<file path="config.mk">
export PLATFORM = sky130hd
export DESIGN_NAME = mrpt_mulmod
export DESIGN_NICKNAME = d
export VERILOG_FILES = /design/src/mrpt_pkg.sv /design/src/mrpt_mulmod.sv
export SDC_FILE = /design/constraint.sdc
export NUM_CORES = 1
export LEC_CHECK = 0
export ABC_AREA = 1
export BUFFER_PORTS_ARGS = -buffer_cell sky130_fd_sc_hd__buf_2
export CAP_MARGIN = 5
export CORE_MARGIN = 1.5
export CORE_UTILIZATION = 41
export CTS_CLUSTER_DIAMETER = 120
export DETAILED_ROUTE_END_ITERATION = 7
export GPL_TIMING_DRIVEN = 0
export PLACE_DENSITY = 0.67
export SLEW_MARGIN = 15
export SYNTH_ARGS = -nofsm -noshare
export SYNTH_HDL_FRONTEND = slang
export SYNTH_SLANG_ARGS = --single-unit
export TNS_END_PERCENT = 10
</file>
<file path="constraint.sdc">
create_clock -name clk -period 13.6 [get_ports clk]
set_clock_uncertainty 0.2 [all_clocks]
set_input_delay 1.36 -clock clk [delete_from_list [all_inputs] [get_ports clk]]
set_output_delay 1.36 -clock clk [all_outputs]
set_load 0.1 [all_outputs]
</file>
<file path="src/mrpt_pkg.sv">
// package: widths and witness bases of the primality tester
package mrpt_pkg;

	localparam int NUMBER_WIDTH = 63;
	localparam int BASE_COUNT   = 12;
	localparam int BASE_IDX_W   = $clog2(BASE_COUNT);
	localparam int BIT_IDX_W    = $clog2(NUMBER_WIDTH + 1);

	typedef logic [NUMBER_WIDTH-1:0] num_t;

	// witness base for each index
	function automatic num_t witness_base(input logic [BASE_IDX_W-1:0] idx);
		num_t b;
		case (idx)
			4'd0:    b = num_t'(2);
			4'd1:    b = num_t'(3);
			4'd2:    b = num_t'(5);
			4'd3:    b = num_t'(7);
			4'd4:    b = num_t'(11);
			4'd5:    b = num_t'(13);
			4'd6:    b = num_t'(17);
			4'd7:    b = num_t'(19);
			4'd8:    b = num_t'(23);
			4'd9:    b = num_t'(29);
			4'd10:   b = num_t'(31);
			4'd11:   b = num_t'(37);
			default: b = num_t'(2);
		endcase
		return b;
	endfunction

endpackage

</file>
<file path="src/mrpt_mulmod.sv">
// modular multiplier, one bit of the multiplier operand per cycle
module mrpt_mulmod (
	input  logic           clk,
	input  logic           arst_n,
	input  logic           start,
	input  mrpt_pkg::num_t a,
	input  mrpt_pkg::num_t b,
	input  mrpt_pkg::num_t n,
	output logic           done,
	output mrpt_pkg::num_t r
);
	import mrpt_pkg::*;

	logic [BIT_IDX_W-1:0] cnt_q;
	logic                 busy_q;
	num_t                 a_q, b_q, r_q;
	logic [NUMBER_WIDTH:0] dbl, dbl_red, add, add_red;
	num_t                 r_next;

	// one step: r = 2r mod n, then add a if the top bit of b is set
	always_comb begin
		dbl     = {r_q, 1'b0};
		dbl_red = (dbl >= {1'b0, n}) ? dbl - {1'b0, n} : dbl;
		add     = dbl_red + {1'b0, a_q};
		add_red = (add >= {1'b0, n}) ? add - {1'b0, n} : add;
		r_next  = b_q[NUMBER_WIDTH-1] ? add_red[NUMBER_WIDTH-1:0]
		                              : dbl_red[NUMBER_WIDTH-1:0];
	end

	always_ff @(posedge clk or negedge arst_n) begin
		if (!arst_n) begin
			busy_q <= 1'b0;
			cnt_q  <= '0;
		end else if (start) begin
			busy_q <= 1'b1;
			cnt_q  <= BIT_IDX_W'(NUMBER_WIDTH);
		end else if (busy_q) begin
			cnt_q <= cnt_q - 1'b1;
			if (cnt_q == BIT_IDX_W'(1)) busy_q <= 1'b0;
		end
	end

	// operand and accumulator shift registers
	always_ff @(posedge clk) begin
		if (start) begin
			a_q <= a;
			b_q <= b;
			r_q <= '0;
		end else if (busy_q) begin
			r_q <= r_next;
			b_q <= {b_q[NUMBER_WIDTH-2:0], 1'b0};
		end
	end

	assign done = busy_q && (cnt_q == BIT_IDX_W'(1));
	assign r    = r_next;
endmodule

</file>
==> reports/qor.txt <==
Final min period: 12830 ps
critical path endpoint category: primary output
RSZ-0062 raised after global routing: false
Post-Route Setup TNS: 0 ps
Slowest cell on crit path: nor4_1
via total after detailed routing: 26.10k
GRT Total Usage: 35.41%
max-slew violations: 0
drt drc: 0
critical path launch point type: input pin
post-cts gate resize count: 0
flop2flop setup slack: 3740 ps
CTS tree: built
Setup Viol. Count Final: 0
Post-layout nets: 4442
Req. time, crit path: 12040 ps
most frequent cells after synthesis: nand2_1, inv_1, nor2_1, nand3_1, a21oi_1
P&R area growth vs syn: 12.27%
layout cells sized above 1: 8.380%
initial antenna violation count: 6
Mapped Avg Cell Area: 6.091 um2
slew margin rel.: 22.35%
max_cap viols: 0
Setup Buffers After CTS: 0
first-pass GRT wire length: 148200 um
most used flip-flop cell after synthesis: edfxtp_1
overall routed net length: 103100 um
vias in the first global route: 24.25k
CP peak stage delay: 620 ps
antenna viol nets, final: 0
Synth Warn #: 0
Max Fclk: 77.94 MHz
hold crit path type: reg2reg
Synth area leaders: nand2_1, edfxtp_1, ha_1, inv_1, nor2_1
crit path DAT: 11270 ps
DP HPWL: 90360 um
Hold Buf Count CTS: 0
Worst-path clk slew: 70 ps
post-synthesis cell type count: 50
Clk Latency, worst-skew pair: 490 ps
Syn Nets: 4167
Initial Utilization: 41.64%
IO Pins: 256
Place WS: 1099 ps
1st-iter DRT viols: 2721
fin worst setup slack: 769.9 ps
status: finished, final reports clean
CTS Sinks: 196
Inserted Clock Buffers: 17
Worst Path Max Fanout: 10
post-DR vias/cell: 5.415
Max Root-Sink Buffers: 2
largest net degree at the start of global routing: 65
Synth area leader: nand2_1
Yosys reg bits: 196
slew of the pin with the lowest slew margin: 1160 ps
# rows: 86
final hold vios: 0
Tcrit/Tclk final: 94.34%
top-area cell type share of the netlist area: 19.90%
critical path's most frequent cell: nand2_1
IO Port Bufs: 255
Die Wd: 240 um
Mapped Area: 23030 um2
most common cell in the netlist: nand2_1
drt first pass iters: 5
Core Area: 55310 um2
die area: 57600 um2
root buf cell: clkbuf_16
number of flops mapped to enable cells by yosys: 126
Synth async-reset ratio: 3.571%
routed len/inst: 21.40 um
H-tree depth: 4
grt total ovfl: 0
GPL Wtd Cong: 1.070
post-synthesis sequential area ratio: 22.67%
Post-Syn Instances: 3781
Setup CP Type: in2out
die extent in y: 240 um
[cell usage in the layout (no fill, tap or decap), types with 17 or more instances in the layout]
cell type	netlist	final
clkbuf_16	0	17
ha_1	191	191
and2_1	33	33
edfxtp_1	126	126
o21bai_1	33	33
a31oi_1	21	21
buf_2	15	269
a21o_1	34	34
o21a_1	17	17
nand3_1	283	283
nand4_1	29	29
nand2_1	1221	1221
clkbuf_1	49	50
nor2_1	407	407
a21oi_1	246	246
o21ai_0	180	180
nor3_1	24	24
inv_1	533	532
xor2_1	101	101
xnor2_1	51	51
dfxtp_1	63	63
[path summary, 6_finish.rpt]
check | startpoint | to | cells after the start
max in group asynchronous | arst_n | cnt_q[1] | 1
worst max register to register | r_q[14] | r_q[38] | 45
worst min-delay path | r_q[34] | r_q[34] | 2
worst min register to register | r_q[34] | r_q[34] | 2
min in group asynchronous | arst_n | cnt_q[5] | 1
worst max-delay path | n[14] | r[37] | 46
[worst max-delay path: cells and delay by family]
family	cells	cell delay (ps)
compound gates	7	1480
xor+xnor	1	580
simple gates	27	4700
fa+ha+maj	3	1170
buf+inv	8	1930
[layer usage]
layer	up-vias	global-route usage (%)	share of wire [%]
li1	12790	-	-
met1	11930	48.30	44
met2	1210	54.06	42
met3	158	8.312	11
met4	8	13.19	3.7
met5	-	0	0.050
[kinds of logic (layout without fill, tap and decap cells)]
| kind of cell | Yosys count | after routing | synth area share, % |
|---|---|---|---|
| compound gates | 578 | 578 | 14.13 |
| xor+xnor | 152 | 152 | 5.781 |
| fa+ha+maj | 194 | 194 | 10.64 |
| buf+inv | 608 | 896 | 10.17 |
| flops | 196 | 196 | 22.67 |
| other cells | 0 | 2 | 0 |
| simple gates | 2053 | 2053 | 36.61 |
[layout make-up]
| class | count | area (um2) |
|---|---|---|
| clock buffer | 18 | 429.2 |
| antenna | 2 | 5.005 |
| multi-input combinational | 2977 | 15470 |
| tap | 748 | 935.9 |
| fill | 6275 | 29450 |
| sequential | 196 | 5220 |
| inverter | 536 | 2014 |
| buffer | 72 | 330.3 |
| timing repair buffer | 256 | 1306 |
| clock inverter | 14 | 146.4 |
[flip-flops by register name, indices dropped and copies added (netlist names)]
signal	flops
a_q	63
b_q	63
r_q	63
cnt_q	6
busy_q	1
[stage by stage]
step	area [um2]	hold slack [ps]	std cells	utilization, %
final	25850	280.7	4819	46.75
after global routing	25850	296.3	4818	46.74
after CTS	25850	280.9	4817	46.74
after detailed placement	25270	261.4	4785	45.70
after global placement	25240	259.5	4784	45.64
after floorplan	23030	243.5	3781	-
Power is left out: the tool's default activity adds up to more than one toggle a clock period on the data nets, which glitch-free logic cannot reach.
